## src/rtl/tsr_pkg.sv

```systemverilog
// Shared types and constants of the text scrollback ring writer.
package tsr_pkg;

    localparam int ROWS   = 64;
    localparam int COLS   = 80;
    localparam int ROW_W  = $clog2(ROWS);
    localparam int COL_W  = $clog2(COLS + 1);
    localparam int ADDR_W = $clog2(ROWS * COLS);

    localparam int CMD_W     = 2;
    localparam int CHAR_W    = 8;
    localparam int RD_ROW_W  = 6;
    localparam int RD_COL_W  = 7;
    localparam int CUR_ROW_W = 6;
    localparam int CUR_COL_W = 7;

    localparam logic [CHAR_W-1:0] CH_LF    = 8'h0A;
    localparam logic [CHAR_W-1:0] CH_CR    = 8'h0D;
    localparam logic [CHAR_W-1:0] CH_BS    = 8'h08;
    localparam logic [CHAR_W-1:0] CH_DEL   = 8'h7F;
    localparam logic [CHAR_W-1:0] CH_SPACE = 8'h20;

    typedef enum logic [CMD_W-1:0] {
        CMD_PUT   = 2'd0,
        CMD_CLEAR = 2'd1,
        CMD_READ  = 2'd2,
        CMD_NOP   = 2'd3
    } cmd_t;

    typedef struct packed {
        logic [ROW_W-1:0] row;
        logic [COL_W-1:0] col;
        logic             filled;
    } cursor_t;

    typedef struct packed {
        logic              len_we;
        logic [ROW_W-1:0]  len_row;
        logic [COL_W-1:0]  len_val;
        logic              inval_en;
        logic [ROW_W-1:0]  inval_row;
        logic              text_we;
        logic [ADDR_W-1:0] text_addr;
        logic [CHAR_W-1:0] text_data;
    } cur_ops_t;

endpackage

```

## src/rtl/tsr_cursor.sv

```systemverilog
// Cursor state and decoding of put bytes into row and text store writes.
module tsr_cursor
    import tsr_pkg::*;
(
    input  logic              clk,
    input  logic              rst_n,
    input  logic              put_en,
    input  logic              clr_en,
    input  logic [CHAR_W-1:0] ch,
    output cursor_t           cur,
    output cur_ops_t          ops
);

    logic [ROW_W-1:0] row_reg, row_next;
    logic [COL_W-1:0] col_reg, col_next;
    logic             filled_reg, filled_next;
    logic [ROW_W-1:0] row_inc;
    logic [ROW_W-1:0] row_e;
    logic [COL_W-1:0] col_e;
    logic             full;

    always_ff @(posedge clk or negedge rst_n)
    begin
        if (!rst_n)
        begin
            row_reg    <= '0;
            col_reg    <= '0;
            filled_reg <= 1'b0;
        end
        else
        begin
            row_reg    <= row_next;
            col_reg    <= col_next;
            filled_reg <= filled_next;
        end
    end

    assign row_inc = (row_reg == ROW_W'(ROWS - 1)) ? '0 : row_reg + 1'b1;
    assign full    = (col_reg >= COL_W'(COLS));
    assign row_e   = full ? row_inc : row_reg;
    assign col_e   = full ? '0 : col_reg;

    always_comb
    begin
        row_next    = row_reg;
        col_next    = col_reg;
        filled_next = filled_reg;
        ops         = '0;
        ops.len_row   = row_reg;
        ops.len_val   = col_reg;
        ops.inval_row = row_inc;
        ops.text_addr = ADDR_W'(32'(row_e) * COLS + 32'(col_e));
        ops.text_data = ch;
        if (clr_en)
        begin
            row_next    = '0;
            col_next    = '0;
            filled_next = 1'b0;
        end
        else if (put_en)
        begin
            if (ch == CH_CR)
            begin
                row_next = row_reg;
            end
            else if (ch == CH_LF)
            begin
                ops.len_we   = 1'b1;
                ops.inval_en = 1'b1;
                row_next     = row_inc;
                col_next     = '0;
                if (row_inc == '0)
                begin
                    filled_next = 1'b1;
                end
            end
            else if (ch == CH_BS || ch == CH_DEL)
            begin
                if (col_reg != '0)
                begin
                    col_next = col_reg - 1'b1;
                end
            end
            else if (ch < CH_SPACE)
            begin
                row_next = row_reg;
            end
            else
            begin
                if (full)
                begin
                    ops.len_we   = 1'b1;
                    ops.inval_en = 1'b1;
                    if (row_inc == '0)
                    begin
                        filled_next = 1'b1;
                    end
                end
                ops.text_we = 1'b1;
                row_next    = row_e;
                col_next    = col_e + 1'b1;
            end
        end
    end

    assign cur.row    = row_reg;
    assign cur.col    = col_reg;
    assign cur.filled = filled_reg;

endmodule
```

## config.mk

```make
export PLATFORM = sky130hd
export DESIGN_NAME = tsr_cursor
export DESIGN_NICKNAME = d
export VERILOG_FILES = /design/src/rtl/tsr_pkg.sv /design/src/rtl/tsr_cursor.sv
export SDC_FILE = /design/constraint.sdc
export NUM_CORES = 1
export LEC_CHECK = 0
export ABC_AREA = 1
export BUFFER_PORTS_ARGS = -buffer_cell sky130_fd_sc_hd__buf_2
export CORE_ASPECT_RATIO = 0.8
export CORE_MARGIN = 2
export CORE_UTILIZATION = 40
export DETAILED_ROUTE_END_ITERATION = 12
export GPL_ROUTABILITY_DRIVEN = 0
export PLACE_DENSITY = 0.77
export SYNTH_ARGS = -nofsm -noshare
export SYNTH_HDL_FRONTEND = slang
export SYNTH_SLANG_ARGS = --single-unit
```

## constraint.sdc

```tcl
create_clock -name clk -period 3.76 [get_ports clk]
set_input_delay 0.564 -clock clk [delete_from_list [all_inputs] [get_ports clk]]
set_output_delay 0.564 -clock clk [all_outputs]
set_load 0.02 [all_outputs]
```

* Yosys cells after proc, flatten, opt, wreduce, memory -nomap -nowiden
Cells that the tools add are included.
Storage, ports and cells: flip-flop bits (word level) 14, word-level logic and storage cells 65
Cells by class: add/subtract/negate cells 4, multiply operators 1, $lt $le $gt $ge 2, eq/ne operators 10, mux-type cells 37, reductions and logical operators 8
Operators by type and width (number):
- two-way mux 7 bit | 8
- two-way mux 6 bit | 8
- equality test 8 x 4 -> 1 bit (second input constant) | 3
- two-way mux 1 bit | 21
- adder 13 x 7 -> 13 bit | 1
- multiplier 6 x 3 -> 9 bit (second input constant) | 1
- equality test 8 x 7 -> 1 bit (second input constant) | 1
- < comparator 8 x 6 -> 1 bit (second input constant) | 1
- AND reduction 4 bit | 2
- adder 7 x 1 -> 7 bit (second input constant) | 1
- >= comparator 7 bit (second input constant) | 1
- nonzero test 7 bit | 1
- subtractor 7 x 1 -> 7 bit (second input constant) | 1
- adder 6 x 1 -> 6 bit (second input constant) | 1
- equality test 6 bit (second input constant) | 1
- zero test 6 bit | 1
- != test 3 bit (second input constant) | 2
- AND reduction 5 bit | 1
- != test 4 x 3 -> 1 bit (second input constant) | 1
- != test 4 bit (second input constant) | 1
- nonzero test 3 bit | 1
- != test 2 bit (second input constant) | 1
- nonzero test 2 bit | 1
- logical OR 1 bit | 1

* Longest topological paths before layout
Gate-level depths: netlist of run 1.
depth after elaboration 11, mapped depth 20

* Worst setup path after synthesis of run 1
OpenSTA, ideal clock, no wires.
path kind reg2out, start point register col_reg[5], end point output port ops[20] (netlist bit), arrival 3074 ps, required time 3196 ps, path slack 122 ps, cell stages (with the launch flop) 16, path buffers 1, cells stage by stage dfrtp_1 -> nor2_2 -> nor2_4 -> buf_2 -> o21ai_0 -> ha_1 -> ha_1 -> fa_1 -> nand2_1 -> inv_1 -> nor2_1 -> inv_1 -> nor3_1 -> nand2_1 -> o211ai_1 -> nand2_1
RTL lines:
- start: declaration | RTL line tsr_cursor.sv:15 | logic [COL_W-1:0] col_reg, col_next;
- start signal: assignment | RTL line tsr_cursor.sv:33 | col_reg <= col_next;
- end: declaration | RTL line tsr_cursor.sv:11 | output cur_ops_t ops

==> results of run 1 <==
## worst max path at each step
| stage | from | end |
|---|---|---|
| finish | row_reg[0] | ops[20] |
| global route | col_reg[5] | ops[20] |
| CTS | row_reg[0] | ops[20] |
| global placement | col_reg[4] | ops[19] |
| floorplan | col_reg[5] | ops[20] |
| detailed placement | col_reg[4] | ops[19] |
## what timing repair did
item,CTS,global route
endpoints found under the setup margin,4,5
gates resized for setup,4,25
buffers inserted,4,7
pin swaps,2,10
## worst reg2reg max path, cell delays in order, from the launching register on
cell	delay (ps)
dfrtp_2	440
nor2_4	160
nor2_4	70
buf_4	150
nor2_1	170
ha_1	210
nand3_1	140
nor3b_1	270
nor3_1	70
a21oi_1	160
nand3_2	90
o21ai_2	60
## cells in the final DEF (no fill, tap or decap), drive strengths merged
cell	Yosys	final
nand3	16	16
o22ai	8	8
xnor2	3	3
nor3	7	7
ha	12	12
o21a	1	1
fa	2	2
clkbuf	0	4
buf	25	85
a21oi	12	12
o32ai	2	2
o2111ai	1	1
dfrtp	14	14
nor3b	1	1
o21ai	21	21
nand2	57	57
inv	44	44
xor2	7	7
nand4	7	7
nor2	40	40
o211ai	2	2
a31oi	1	1
## routing by layer
layer / GRT usage, % / vias to the layer above / share of wire (%)
li1: - / 1039 / -
met1: 27.41 / 964 / 45
met2: 29.10 / 116 / 45
met3: 3.279 / 6 / 8.1
met4: 4.449 / 0 / 0.97
met5: 0 / - / 0
## power by group through the flow
stage               clock, uW  sequential, uW  combinational, uW
floorplan                   0             173                109
global placement            0             167                147
detailed placement          0             167                149
CTS                       149             164                150
global route              158             166                166
finish                    147             165                151
## cell families (layout without fill, tap and decap cells)
family	Yosys count	count (layout)	share of synthesized area, %
flip-flops	14	14	18.31
buffers and inverters	69	133	18.64
XOR/XNOR	10	10	4.578
AND/OR/NAND/NOR	128	128	32.57
adder cells (fa/ha/maj)	14	14	9.941
AO/OA/AOI/OAI	48	48	15.96
## area by class of cell
| cell class | count | area share (%) |
|---|---|---|
| Clock buffer | 4 | 2.283 |
| Inverter | 44 | 6.954 |
| Multi-Input combinational cell | 200 | 53.35 |
| Timing Repair Buffer | 85 | 19.67 |
| Sequential cell | 14 | 14.63 |
| Tap cell | 60 | 3.114 |
## stage by stage
stage	instance area [um2]	util (%)	total power, uW	setup TNS [ps]
2_1_floorplan	1913	-	281.5	0
5_1_grt	2411	52.45	489.7	-94.49
4_1_cts	2282	49.65	463.1	0
6_report	2411	52.45	463.2	0
3_3_place_gp	2185	47.52	314.1	0
3_5_place_dp	2185	47.52	316.1	0
## cell usage after synthesis, drive strengths merged
master	count
a21oi	12
a31oi	1
buf	25
dfrtp	14
fa	2
ha	12
inv	44
nand2	57
nand3	16
nand4	7
nor2	40
nor3	7
nor3b	1
o2111ai	1
o211ai	2
o21a	1
o21ai	21
o22ai	8
o32ai	2
xnor2	3
xor2	7
==> flow_summary.toml, run 1 <==
[synth]
ys_ff_latch = 14
syn_area_per_cell_um2 = 6.760
synth_area_leader_cell = "dfrtp_1"
yosys.area.top_type_share_pct = 18.31
ys_warn_count = 0
synth_nets = 309
postSynthCellCount = 283
yosysUniqueCellTypes = 34
netlist_area_um2 = 1913
synthTopCellsByArea = "dfrtp_1 (18%), nand2_1 (9.2%), buf_4 (9.0%), ha_1 (7.8%), inv_1 (7.8%)"
seq_area_frac_synth_pct = 18.31

[pwr]
clockPowerShare_pct = 31.7
peakVddDrop_v = 0.0001446
p_comb_share_pct = 32.7
power.net_switching_uw = 165.3
power-per-cell-area_nw_per_um2 = 192.1
power_frac_seq_pct = 35.7
p_int_uw = 297.9
sw_frac_of_total_pct = 35.69
p_leak_uw = 0.001383

[grt]
antenna_found_initial = 0
grtUsageTotal_pct = 18.92
grt_max_degree = 15
grt_pass1_vias = 1800
grt_pass1_wl_mm = 8.066
grt_overflow = 0

[layout]
largest_reg_flops = 7
seq_area_um2 = 352.8
fill_cells = 427
nNetsFinal = 374
drive_gt1_share_pct = 40.63
multi_input_area_um2 = 1286
area.growth.synth_to_final_pct = 26.03
stdcell_count = 407
antennaDiodeCount = 0

[die]
pin_count = 69
die_h_um = 65.86
start_util_pct = 41.62
die_w_um = 81.32
core.rowCount = 22
coreArea_um2 = 4597
die_area_um2 = 5355

[run]
maxCapViolCount = 0

[timing]
finalCritPeriodShare_pct = 97.16
fmax_ghz = 0.2737
setup_ws_ps = 106.7
finClkSkew_ps = 2.070
finalMaxSlewViolations = 0
whs_ps = 203.7
setup_viol = 0
max_slew_margin_pct = 74.15
min_period_ps = 3653
hold_violations = 0
worst_pin_slew_ps = 386.3

[critical_path]
crit_buf_inv = 3
worstSetupPathType = "flip-flop to output port"
reg2regPathDepth = 11
setup.worst_path.start_class = "flip-flop"
cp_slowest_stage_delay_ps = 380
r2r_start = "col_reg[5]"
worstPathCellList = "ha_2 > nand2_4 > nor2_4 > nand2_2 > nand4_1 > nand2_2 > ha_4 > ha_2 > fa_2 > nand2_1 > inv_2 > nor2_4 > inv_2 > nor3_2 > nand2_1 > o211ai_1 > nand2_1 > buf_6"
r2r_end = "col_reg[6]"
worst_path_max_delay_cell = "dfrtp_1"
end_kind = "output port"
cp.required_ps = 3200
cp_common_cell = "nand2_1"
reg2reg_slack_ps = 1690
critPathMaxFanout = 4
cp_num_cells = 18
cpLargestDelayFamily = "simple AND/OR/NAND/NOR gates"
crit_arrival_ps = 3090

[drt]
drt_iter0_markers = 144
wire_per_inst_um = 12.90
drcViolationCount = 0
viasPerCell = 5.221
first_pass_iters = 4
wl_mm = 5.251
ant_nets = 0
vias = 2125

[clock_network]
cts_tree = "done"
cts_hold_buffers = 0
path_clk_slew_ps = 60
worstSkewPairLatency_ps = 250
htree_levels = 1
cts_sinks = 14
cts_root_buf = "clkbuf_8"
cts_buffer_depth = 2
numCtsBuffers = 3

[placed_design]
dp_hpwl_mm = 3.903
io_buffers = 68
pre_cts_ws_ps = 100.5
dp_cells = 392

[worst_hold_path]
min_path_type = "input port to asynchronous set/reset pin"

[status]
outcome = "finished, final reports clean"
No activity file was read; power rests on OpenSTA's default activity.
==> inputs of run 2 (changes only) <==
CORE_ASPECT_RATIO = 0.5   (was 0.8)
clock period = 3.5 ns   (was 3.76 ns; I/O delays follow)
==> flow_summary.toml, run 2 (synthesized netlist as in run 1, its figures left out) <==
[layout]
layout_commonest_cell = "buf_2"
final_cell_area_um2 = 2605
final_util_pct = 58.04
antennaDiodeCount = 0
area.growth.synth_to_final_pct = 36.17
nNetsFinal = 383
stdcell_count = 422
fill_cells = 380
drive_gt1_share_pct = 46.35
largest_reg_flops = 7
layout_common_cells = "buf_2 (67), nand2_1 (42), inv_1 (35)"

[die]
start_util_pct = 42.63
die_w_um = 101.8
die_h_um = 52.90
core.rowCount = 17
die_area_um2 = 5385
coreArea_um2 = 4488
pin_count = 69

[drt]
ant_nets = 0
vias = 2169
viasPerCell = 5.140
first_pass_iters = 5
drcViolationCount = 0
wl_mm = 5.884
wire_per_inst_um = 13.94
drt_iter0_markers = 123

[timing]
rsz0062_at_grt = "true"
whs_ps = 168.3
setup_viol = 2
max_slew_margin_pct = 71.76
min_period_ps = 3581
hold_violations = 0
fmax_ghz = 0.2793
finalMaxSlewViolations = 0
setup_ws_ps = -80.52
worst_pin_slew_ps = 420.8
finalCritPeriodShare_pct = 102.3
finClkSkew_ps = 1.195

[pwr]
power.net_switching_uw = 183.9
power-per-cell-area_nw_per_um2 = 194.0
p_comb_share_pct = 32.1
sw_frac_of_total_pct = 36.40
p_int_uw = 321.4
peakVddDrop_v = 0.0001733
clockPowerShare_pct = 33.0
power_frac_seq_pct = 34.9
p_leak_uw = 0.001452

[clock_network]
cts_buffer_depth = 2
worstSkewPairLatency_ps = 250
cts_sinks = 14
cts_root_buf = "clkbuf_8"
cts_hold_buffers = 0
cts_tree = "done"
path_clk_slew_ps = 60
htree_levels = 1
numCtsBuffers = 3

[critical_path]
worstSetupPathType = "flip-flop to output port"
worstSetupStartpoint = "row_reg[1]"
cp.required_ps = 2970
r2r_start = "col_reg[5]"
critPathMaxFanout = 3
reg2reg_slack_ps = 1500
end_kind = "output port"
setup.worst_path.start_class = "flip-flop"
crit_arrival_ps = 3060

[placed_design]
dp_hpwl_mm = 4.022
place_area_um2 = 2226
io_buffers = 68
dp_cells = 402

[grt]
grt_max_degree = 15
grtUsageTotal_pct = 20.03
grt_pass1_wl_mm = 8.466
grt_overflow = 0
grt_pass1_vias = 1932
antenna_found_initial = 0

[status]
outcome = "finished with violations"
violations = "setup timing"

[run]
maxCapViolCount = 0

[worst_hold_path]
min_path_type = "input port to asynchronous set/reset pin"
-- run 2: cell count changes in the layout (fill, tap and decap cells not counted), moves of 2 or more --
cell	change
nor2_4	+2
nand2_1	-2
a21oi_1	-2
ha_4	+4
nor2_1	-3
buf_4	+8
dfrtp_2	+3
nand2_4	+2
dfrtp_1	-3
ha_1	-3
-- run 2: layer usage --
metal / vias up / share of wire [%] / GRT usage [%]
li1: 1053 / - / -
met1: 1017 / 39 / 23.74
met2: 87 / 53 / 38.60
met3: 12 / 6.6 / 2.378
met4: 0 / 1.2 / 5.631
met5: - / 0 / 0
-- run 2: power groups by stage --
stage / clock (uW) / sequential, uW / combinational, uW
after global routing: 171 / 178 / 178
after global placement: 0 / 179 / 156
after floorplan: 0 / 185 / 117
final: 167 / 176 / 162
after CTS: 165 / 176 / 161
after detailed placement: 0 / 179 / 160
-- run 2: final timing paths --
check / to / cells after the start
min: row_reg[1] / 1
min in group clk: filled_reg / 2
max in group asynchronous: col_reg[6] / 1
min reg2reg: filled_reg / 2
max reg2reg: col_reg[6] / 11
max: ops[19] / 13
-- run 2: critical path, stage by stage (launching register included) --
cell and delay [ps]:
dfrtp_2 430, ha_4 280, nand2_1 50, o21ai_1 240, ha_4 280, ha_4 170, fa_2 570, nand2_4 80
buf_4 130, nor3_2 220, nand2_1 80, nand2_1 70, nand2_1 50, buf_2 150
-- run 2: final cells by class --
| cell class | instances | area, um2 | area share (%) |
|---|---|---|---|
| well taps | 66 | 82.58 | 3.170 |
| multi-input cells | 200 | 1395 | 53.55 |
| clock buffers | 4 | 55.05 | 2.113 |
| repair buffers | 94 | 545.5 | 20.94 |
| flip-flops and latches | 14 | 356.6 | 13.69 |
| inverters | 44 | 170.2 | 6.532 |
-- run 2: metrics by stage --
stage / worst slack [ps] / setup TNS [ps] / power, uW
after floorplan: 12.72 / 0 / 302.4
after global placement: 170.2 / 0 / 334.8
after detailed placement: 29.53 / 0 / 338.7
after CTS: 0.04352 / 0 / 502.2
after global routing: -197.4 / -443.3 / 526.9
final: -80.52 / -148.9 / 505.4
-- run 2: what timing repair did --
item / in CTS / in global routing
setup endpoints to repair: 4 / 5
pin swaps: 14 / 21
buffers inserted: 7 / 9
gates resized for setup: 25 / 25
