File: src/rtl/tsr_ram.sv
// Generic single-port-write, single-port-read synchronous RAM with registered read data.
module tsr_ram #(
    parameter int DEPTH = 64,
    parameter int WIDTH = 8
) (
    input  logic                     clk,
    input  logic                     wr_en,
    input  logic [$clog2(DEPTH)-1:0] wr_addr,
    input  logic [WIDTH-1:0]         wr_data,
    input  logic                     rd_en,
    input  logic [$clog2(DEPTH)-1:0] rd_addr,
    output logic [WIDTH-1:0]         rd_data
);

    logic [WIDTH-1:0] mem [DEPTH];
    logic [WIDTH-1:0] rd_data_reg;

    always_ff @(posedge clk)
    begin
        if (wr_en)
        begin
            mem[wr_addr] <= wr_data;
        end
    end

    always_ff @(posedge clk)
    begin
        if (rd_en)
        begin
            rd_data_reg <= mem[rd_addr];
        end
    end

    assign rd_data = rd_data_reg;

endmodule

File: config.mk
export PLATFORM = sky130hd
export DESIGN_NAME = tsr_ram
export DESIGN_NICKNAME = d
export VERILOG_FILES = /design/src/rtl/tsr_ram.sv
export SDC_FILE = /design/constraint.sdc
export NUM_CORES = 1
export LEC_CHECK = 0
export BUFFER_PORTS_ARGS = -buffer_cell sky130_fd_sc_hd__buf_2
export CAP_MARGIN = 10
export CORE_MARGIN = 5
export CORE_UTILIZATION = 48
export CTS_BUF_LIST = sky130_fd_sc_hd__clkbuf_16
export CTS_CLUSTER_DIAMETER = 30
export DETAILED_ROUTE_END_ITERATION = 8
export PLACE_DENSITY = 0.67
export REMOVE_ABC_BUFFERS = 1
export SLEW_MARGIN = 20
export SYNTH_ARGS = -nofsm -noshare
export SYNTH_HDL_FRONTEND = slang
export SYNTH_SLANG_ARGS = --single-unit
File: constraint.sdc
create_clock -name clk -period 2.8 [get_ports clk]
set_input_delay 0.42 -clock clk [delete_from_list [all_inputs] [get_ports clk]]
set_output_delay 0.42 -clock clk [all_outputs]
set_load 0.01 [all_outputs]
# After elaboration in Yosys (flattened, before gate mapping)
# Memory sizes are Yosys's and may differ from the RTL's. A register that Yosys moved wholly into a read port is not among the register bits.
# Index checks and enable logic that the tools add are counted.
# Widths: inputs -> output; s select.
[word_totals]
in_bits = 23
regBits = 0
memories = 1
wordCells = 3
out_inout_bits = 8
ram_bits = 512
[op_classes]
n_mux = 2
[mem_list]
columns = ["memory", "depth", "word_bits", "rd", "rd_ports_with_merged_regs", "wr", "line_no", "rtl"]
rows = [
  ["mem", 64, 8, 1, 1, 1, "15", "logic [WIDTH-1:0] mem [DEPTH];"],
]
[op_table]
columns = ["operator", "count"]
rows = [
  ["$mux 1", 2],
]

# Logic depth before layout (Yosys ltp)
# Gate-level depths: netlist of run 1.
[logic_depth]
word_depth = 2
ltp_mapped = 9
depth_no_buf = 5

# Least setup slack after synthesis of run 1
# OpenSTA, ideal clock, no wires.
[synth_timing]
path_type = "input-to-reg"
start = "in rd_addr[1]"
end = "reg rd_data_reg[3] (netlist: rd_data[3]) (read register of mem) (data pin)"
n_path_buf = 3
cell_stages = 7
t_arrival_ns = 1.960
setup_slack_ns = 0.574
cell_sequence = "buf_4 > buf_2 > buf_2 > mux4_2 > mux4_2 > o21ai_1 > o41ai_1"
[synth_lines]
columns = ["item", "line_no", "rtl"]
rows = [
  ["start: declaration", "11", "input logic [$clog2(DEPTH)-1:0] rd_addr,"],
  ["end: declaration", "16", "logic [WIDTH-1:0] rd_data_reg;"],
]

==> flow_summary.ini, run 1 <==
[timing]
hold_viol_final = 0
fin_skew_ps = 20.94
post-route-period-util_pct = 79.97
setup_tns_ps = 0
final-setup-viol-count = 0
slew_violations = 0
hold_ws_ps = 204.9
max-slew-margin-rel_pct = 41.78
fmax_mhz = 446.6
fin_crit_ps = 2239
rsz0062_at_grt = no
fin_ws_ps = 560.9
tightestPinTransition_ps = 873.4

[die]
row_count = 75
start_util_pct = 48.38
die_x_um = 215.4
ios = 31
core_area_um2 = 41850
dieArea_um2 = 46390
die_h_um = 215.4

[setup_path]
endpoint_kind = register
r2r_end = rd_data[6]$_DFFE_PP_
critPathKind = register to register
rrSetupSlack_ps = 560
worstReg2RegStart = mem[29][6]$_DFFE_PP_
arrival_ps = 2570
worstSetupEndpoint = rd_data[6]$_DFFE_PP_
path_max_fanout = 1
critical_path_required_ps = 3130
worstSetupStartpointType = register
startpoint = mem[29][6]$_DFFE_PP_
ff2ff_path_depth = 5

[clock_network]
ctsHtreeMaxLevel = 3
clockRootBuffer = clkbuf_16
cts_max_path_buffers = 3
numCtsBuffers = 90
cts_resized = 0
clock_latency_ps = 610
clk_pin_slew_ps = 50
cts_post_setup_buffers_inserted = 0
cts_tree = built
cts_hold_buf = 0
clock-sinks = 520

[synthesis]
avgSynthCellArea_um2 = 21.54
ys_seq_area_share_pct = 77.12
ys_ff_latch = 520
async_flop_share_pct = 0
synth.area.top_cells = edfxtp_1 (77%), mux4_2 (14%), nor2_1 (1.5%)
ys.flop_type = edfxtp_1
synth_edf_count = 520
synthCells = 940
yosys_warnings = 0
synth.largest_area_cell = edfxtp_1
synth_cell_types = 39
syn-cell-area_um2 = 20250
yosysTopAreaCellShare_pct = 77.12

[power_and_ir_drop]
vdd.ir_drop.worst_mv = 0.4265
power_mw = 20.44
leakagePower_nw = 8.209
powerDensity_nw_per_um2 = 822.9

[finish]
area_delta_synth_final_pct = 22.70
fin_area_um2 = 24840
largest_reg_flops = 512
fillCellCount = 2940
drive_above_1_share_pct = 37.05
final_nets = 1148

[placement]
placed_cell_area_um2 = 21720
hpwl_um = 28310
port_buffers = 30
gp_congestion = 0.7958
dp_slack_ps = 33.16

[routing]
drc_errors = 0
ant_nets = 0
viasPerCell = 5.839
wirelength_um = 45870
num_vias = 10180
wire_per_inst_um = 26.32
drt_iter0_markers = 943
drt-pass1-iter-count = 5

[grt]
grt_pass1_vias = 10610
grt-ovfl-total = 0
antenna_found_initial = 3
grt_pass1_wl_um = 69300
grt_max_degree = 65
grt_usage_pct = 20.19

[status]
status = completed

[flow_run]
drv_cap = 0

[hold_path]
hold_class = input pin to register
-- report_power, final --
part / switching [mW] / internal, mW
sequential: 0.0253 / 8.65
clock: 3.94 / 7.00
combinational: 0.494 / 0.339
-- cells in the mapped netlist, types with 3 or more instances --
| cell | count |
|---|---|
| nor2_1 | 83 |
| a22oi_1 | 3 |
| o221ai_1 | 8 |
| nor2b_1 | 14 |
| o22ai_1 | 8 |
| o2bb2ai_1 | 3 |
| edfxtp_1 | 520 |
| a211oi_1 | 4 |
| buf_2 | 11 |
| mux2_2 | 13 |
| nand3_1 | 13 |
| buf_6 | 4 |
| nand2b_1 | 7 |
| mux2i_1 | 23 |
| buf_4 | 13 |
| clkbuf_1 | 17 |
| nand2_1 | 19 |
| a21oi_1 | 3 |
| a221oi_1 | 6 |
| o2111ai_1 | 3 |
| mux4_2 | 126 |
| buf_1 | 4 |
| nor3_1 | 7 |
| nand3b_1 | 3 |
-- routing by layer --
metal | part of all wire [%] | up-vias | track usage [%] | wire, um
met5 | 0 | - | 0 | 0
met4 | 3.1 | 0 | 7.681 | 1415
met3 | 7.4 | 79 | 4.610 | 3414
met2 | 48 | 407 | 31.57 | 22130
met1 | 41 | 5318 | 28.22 | 18910
li1 | - | 4373 | - | -
-- worst min-delay path by stage --
stage	start	end	slack [ps]	cells past startpoint
2_1_floorplan	wr_data[0]	mem[0][0]$_DFFE_PP_	520	0
3_3_place_gp	rd_en	rd_data[1]$_DFFE_PP_	800	1
3_5_place_dp	rd_en	rd_data[0]$_DFFE_PP_	800	1
4_1_cts	rd_en	rd_data[1]$_DFFE_PP_	180	1
5_1_grt	rd_en	rd_data[7]$_DFFE_PP_	190	1
6_report	rd_en	rd_data[2]$_DFFE_PP_	200	1
-- worst max-delay path, stage by stage, from the launching register on --
cell and delay, ps:
edfxtp_1 350, mux4_2 480, mux2_2 300, o221a_2 290, nor3_1 410, o32ai_1 150
-- layout make-up --
type	instances	area [um^2]	area share, %
diodes	3	7.507	0.03022
clock buffers	93	2327	9.368
clock inverters	75	780.7	3.143
multi-input cells	369	4315	17.37
flip-flops and latches	520	15620	62.86
well taps	539	674.4	2.715
repair buffers	144	1122	4.518
-- cell families after synthesis --
logic type / share of synthesized area [%]
simple gates: 3.374
buf+inv: 1.563
compound gates: 2.064
flops: 77.12
mux: 15.88
-- through the flow --
stage | util, % | instances
CTS | 59.33 | 1740
detailed placement | 51.91 | 1572
global route | 59.35 | 1741
floorplan | - | 889
finish | 59.36 | 1743
global placement | 51.91 | 1572
-- cells in the final DEF, fill, tap and decap left out, types with 4 or more instances in the layout --
cell,synthesis,final
o221ai_1,8,8
nor2b_1,14,14
nand3_1,13,13
inv_6,0,17
nor2_1,83,83
nor3_1,7,7
clkinv_1,0,6
o22ai_1,8,8
mux4_2,126,126
clkinv_4,0,11
bufinv_16,0,9
clkinv_2,0,11
clkbuf_16,0,93
mux2_2,13,13
clkinvlp_4,0,14
a211oi_1,4,4
a221oi_1,6,6
mux2i_1,23,23
edfxtp_1,520,520
buf_12,2,8
buf_4,13,109
buf_2,11,26
nand2b_1,7,7
nand2_1,19,19
No activity file was read; power rests on OpenSTA's default activity.
==> run 2, diff against run 1 <==
- clock period: 2.8 -> 2.1 ns (I/O delays scaled with it)
==> run 2 against run 1 <==
  * The flow now finishes with violations (setup timing)
  * Critical path depth is the same
  * Sequential power grew 34%
  * Design area grew 3.3%
  * Clock power grew 46%
  * Clock skew grew 5.8 ps
  * Routed wire length grew 4.8%
  * Largest cell class unchanged
  * Largest power group unchanged
==> flow_summary.ini, run 2 (same netlist as run 1, synthesis figures left out) <==
[timing]
post-route-period-util_pct = 102.3
fmax_mhz = 465.5
hold_viol_final = 0
rsz0062_at_grt = yes
final-setup-viol-count = 1
fin_skew_ps = 26.75
fin_crit_ps = 2148
slew_violations = 0
tightestPinTransition_ps = 725.5
fin_ws_ps = -48.10
max-slew-margin-rel_pct = 51.19

[finish]
final_nets = 1206
fillCellCount = 2900
drive_above_1_share_pct = 39.68
largest_reg_flops = 512
layout_commonest_cell = edfxtp_1
area_delta_synth_final_pct = 26.70
final_cell_mix = edfxtp_1 (520), buf_4 (156), mux4_2 (126)

[flow_run]
drv_cap = 0

[routing]
num_vias = 10470
wirelength_um = 48080
drt-pass1-iter-count = 5
drc_errors = 0
ant_nets = 0
viasPerCell = 5.813
drt_iter0_markers = 1230
wire_per_inst_um = 26.69

[setup_path]
endpoint_kind = register
critPathKind = register to register
critical_path_required_ps = 2440
worstSetupStartpointType = register
arrival_ps = 2490
path_max_fanout = 1

[clock_network]
ctsHtreeMaxLevel = 3
clock_latency_ps = 610
cts_tree = built
cts_max_path_buffers = 3
clock-sinks = 520
cts_post_setup_buffers_inserted = 0
clockRootBuffer = clkbuf_16
clk_pin_slew_ps = 50
numCtsBuffers = 94

[die]
die_h_um = 215.4
start_util_pct = 48.38
ios = 31
die_x_um = 215.4
core_area_um2 = 41850
dieArea_um2 = 46390
row_count = 75

[power_and_ir_drop]
power_mw = 28.72
leakagePower_nw = 8.687
vdd.ir_drop.worst_mv = 0.6603
powerDensity_nw_per_um2 = 1120

[placement]
hpwl_um = 29550
port_buffers = 30
gp_congestion = 0.8162
dp_slack_ps = -685.5

[grt]
grt-ovfl-total = 0
grt_usage_pct = 20.82
grt_pass1_wl_um = 71900
grt_pass1_vias = 11150
antenna_found_initial = 3
grt_max_degree = 65

[status]
status = finished with violations
violations = setup timing

[hold_path]
hold_class = input pin to register
## run 2: cell types whose count changed in the layout (fill, tap and decap cells not counted), moves of 4 or more
cell,previous run,this run
buf_12,8,15
buf_4,109,156
bufinv_16,9,19
clkbuf_16,93,97
clkinv_2,11,16
clkinv_4,11,6
clkinvlp_4,14,10
inv_1,2,6
inv_6,17,8
## run 2: through the flow
step                      cells  TNS (ps)  util [%]  area, um^2  hold WS (ps)
after floorplan             889         0         -       19930         413.9
after global placement     1626     -3497     53.09       22220         599.7
after detailed placement   1626     -3674     53.09       22220         611.2
after CTS                  1800    -12.41     61.22       25620         87.34
after global routing       1799    -65.98     61.28       25650         84.05
final                      1801    -48.10     61.29       25650         111.7
## run 2: layer usage
layer	track usage, %	wire (um)	vias to the layer above
met5	0	13	-
met4	6.486	1088	2
met3	4.106	3460	71
met2	34.44	24150	446
met1	28.46	19360	5486
li1	-	-	4465
## run 2: repair_timing
action                                 4_1_cts  5_1_grt
pin swaps                                    2        3
hold buffers                                 1        0
endpoints found under the hold margin        4        0
gates resized for setup                      4        4
setup endpoints to repair                    2        2
## run 2: worst max-delay path: stages (launching register included)
cell      delay, ps
edfxtp_1        380
mux4_2          480
mux2_4          300
o221a_4         280
nor3_4          330
o32ai_2         120
## run 2: worst paths after layout
kind              depth (start not counted)                   end                 start  slack, ps
setup / recovery                          5  rd_data[6]$_DFFE_PP_  mem[21][6]$_DFFE_PP_        -50
hold / removal                            1  rd_data[6]$_DFFE_PP_                 rd_en        110
hold reg to reg                           4  rd_data[7]$_DFFE_PP_   mem[4][7]$_DFFE_PP_        940
setup reg to reg                          5  rd_data[6]$_DFFE_PP_  mem[21][6]$_DFFE_PP_        -50
## run 2: layout make-up
| type | instances | area [um^2] | area share (%) |
|---|---|---|---|
| multi-input combinational | 369 | 4367 | 17.02 |
| clock inverter | 76 | 943.4 | 3.678 |
| timing repair buffer | 198 | 1620 | 6.316 |
| tap | 539 | 674.4 | 2.629 |
| clock buffer | 97 | 2427 | 9.463 |
| sequential | 520 | 15620 | 60.87 |
| antenna | 2 | 5.005 | 0.01951 |
## run 2: power by group
part	internal (mW)	leakage [nW]	switching (mW)
clock	10.8	1.66	5.17
sequential	11.5	4.69	0.0347
combinational	0.526	2.35	0.699
total	22.8	8.69	5.90
==> run 3, diff against run 2 <==
- SKIP_CTS_REPAIR_TIMING: unset -> 1
- TNS_END_PERCENT: unset -> 30
==> run 3 against run 2 <==
  * The run still ends with setup timing left
  * Via count is 0.14% higher
  * Critical path depth stayed put
  * Flip-flop and latch count stayed put
  * Cell count stayed put
  * Core utilization hardly changed
  * Register-to-register slack better by 40 ps
  * Combinational power hardly changed
  * Sequential share of layout area hardly changed
  * Non-clock buffer count stayed put
  * Clock power hardly changed
  * Die area stayed put
  * Power hardly changed
==> flow_summary.ini, run 3 (same netlist as run 1, synthesis figures left out) <==
[status]
violations = setup timing
status = finished with violations

[routing]
wire_per_inst_um = 26.70
num_vias = 10490
drt_iter0_markers = 1266
wirelength_um = 48080
drt-pass1-iter-count = 5
drc_errors = 0
ant_nets = 0
viasPerCell = 5.822

[timing]
post-route-period-util_pct = 100.6
hold_viol_final = 0
fmax_mhz = 473.4
setup_tns_ps = -12.21
fin_ws_ps = -12.21
fin_skew_ps = 30.92
rsz0062_at_grt = yes
max-slew-margin-rel_pct = 50.00
final-setup-viol-count = 1
tightestPinTransition_ps = 743.2
slew_violations = 0
fin_crit_ps = 2112

[grt]
met3_usage_pct = 4.134
grt-busiest-layer = met2
antenna_found_initial = 3
grt_usage_pct = 20.79
grt_pass1_vias = 11140
grt_max_degree = 65
grt_pass1_wl_um = 71770
grtUsageMet1_pct = 28.43
grt-ovfl-total = 0
met2_usage_pct = 34.41

[setup_path]
ff2ff_path_depth = 5
crit_chain = mux4_2 > mux2_4 > o221a_4 > nor3_4 > o32ai_2
critPathKind = register to register
worstSetupStartpointType = register
crit_family = multiplexers
arrival_ps = 2450
cp.depth = 5
critPathBufInv = 0
critPathMaxStageDelay_ps = 480
path_max_fanout = 1
endpoint_kind = register
critical_path_required_ps = 2440
cpMaxStageDelayCell = mux4_2

[placement]
dp_slack_ps = -685.5
hpwl_um = 29550
gp_congestion = 0.8162
port_buffers = 30

[die]
core_area_um2 = 41850
start_util_pct = 48.38
dieArea_um2 = 46390
die_h_um = 215.4
die_x_um = 215.4
ios = 31
row_count = 75

[finish]
final_nets = 1206
final_cell_mix = edfxtp_1 (520), buf_4 (156), mux4_2 (126)
drive_above_1_share_pct = 39.68
area_delta_synth_final_pct = 26.65
largest_reg_flops = 512
layout_commonest_cell = edfxtp_1
fillCellCount = 2901

[power_and_ir_drop]
powerDensity_nw_per_um2 = 1120
vdd.ir_drop.worst_mv = 0.6642
power_mw = 28.71
leakagePower_nw = 8.683

[clock_network]
cts_tree = built
clk_pin_slew_ps = 50
clock_latency_ps = 620
numCtsBuffers = 94
clock-sinks = 520
clockRootBuffer = clkbuf_16
cts_max_path_buffers = 3
ctsHtreeMaxLevel = 3

[hold_path]
holdPathStages = 1
hold_class = input pin to register

[flow_run]
drv_cap = 0
run 3: stage by stage:
step / utilization [%] / hold slack [ps] / cell area, um^2 / cells
after CTS: 61.14 / -13.56 / 25590 / 1799
after detailed placement: 53.09 / 611.2 / 22220 / 1626
final: 61.27 / 111.5 / 25640 / 1801
after global placement: 53.09 / 599.7 / 22220 / 1626
after floorplan: - / 413.9 / 19930 / 889
after global routing: 61.26 / 84.05 / 25640 / 1799
run 3: power breakdown:
| part | total [mW] | switching [mW] | internal (mW) | leakage (nW) |
|---|---|---|---|---|
| clock | 15.9 | 5.16 | 10.8 | 1.66 |
| combinational | 1.22 | 0.697 | 0.524 | 2.34 |
| sequential | 11.6 | 0.0347 | 11.5 | 4.69 |
run 3: worst register-to-register path: stages (launching register included):
cell	delay [ps]
edfxtp_1	380
mux4_2	480
mux2_4	290
o221a_4	280
nor3_4	300
o32ai_2	120
run 3: layout make-up:
cell class	instances	area, um^2	area share, %
clock buffer	97	2427	9.466
tap	539	674.4	2.630
timing repair buffer	198	1620	6.319
clock inverter	76	943.4	3.679
antenna	2	5.005	0.01952
sequential	520	15620	60.89
multi-input combinational	369	4358	16.99
run 3: path summary, 6_finish.rpt:
kind | startpoint | end | slack [ps]
min | rd_en | rd_data[6]$_DFFE_PP_ | 110
min reg2reg | mem[4][7]$_DFFE_PP_ | rd_data[7]$_DFFE_PP_ | 940
max reg2reg | mem[21][6]$_DFFE_PP_ | rd_data[6]$_DFFE_PP_ | -10
max | mem[21][6]$_DFFE_PP_ | rd_data[6]$_DFFE_PP_ | -10
run 3: routing by layer:
layer	vias up	wire, um
met5	-	13
li1	4465	-
met4	2	1007
met3	66	3520
met1	5493	19380
met2	459	24160
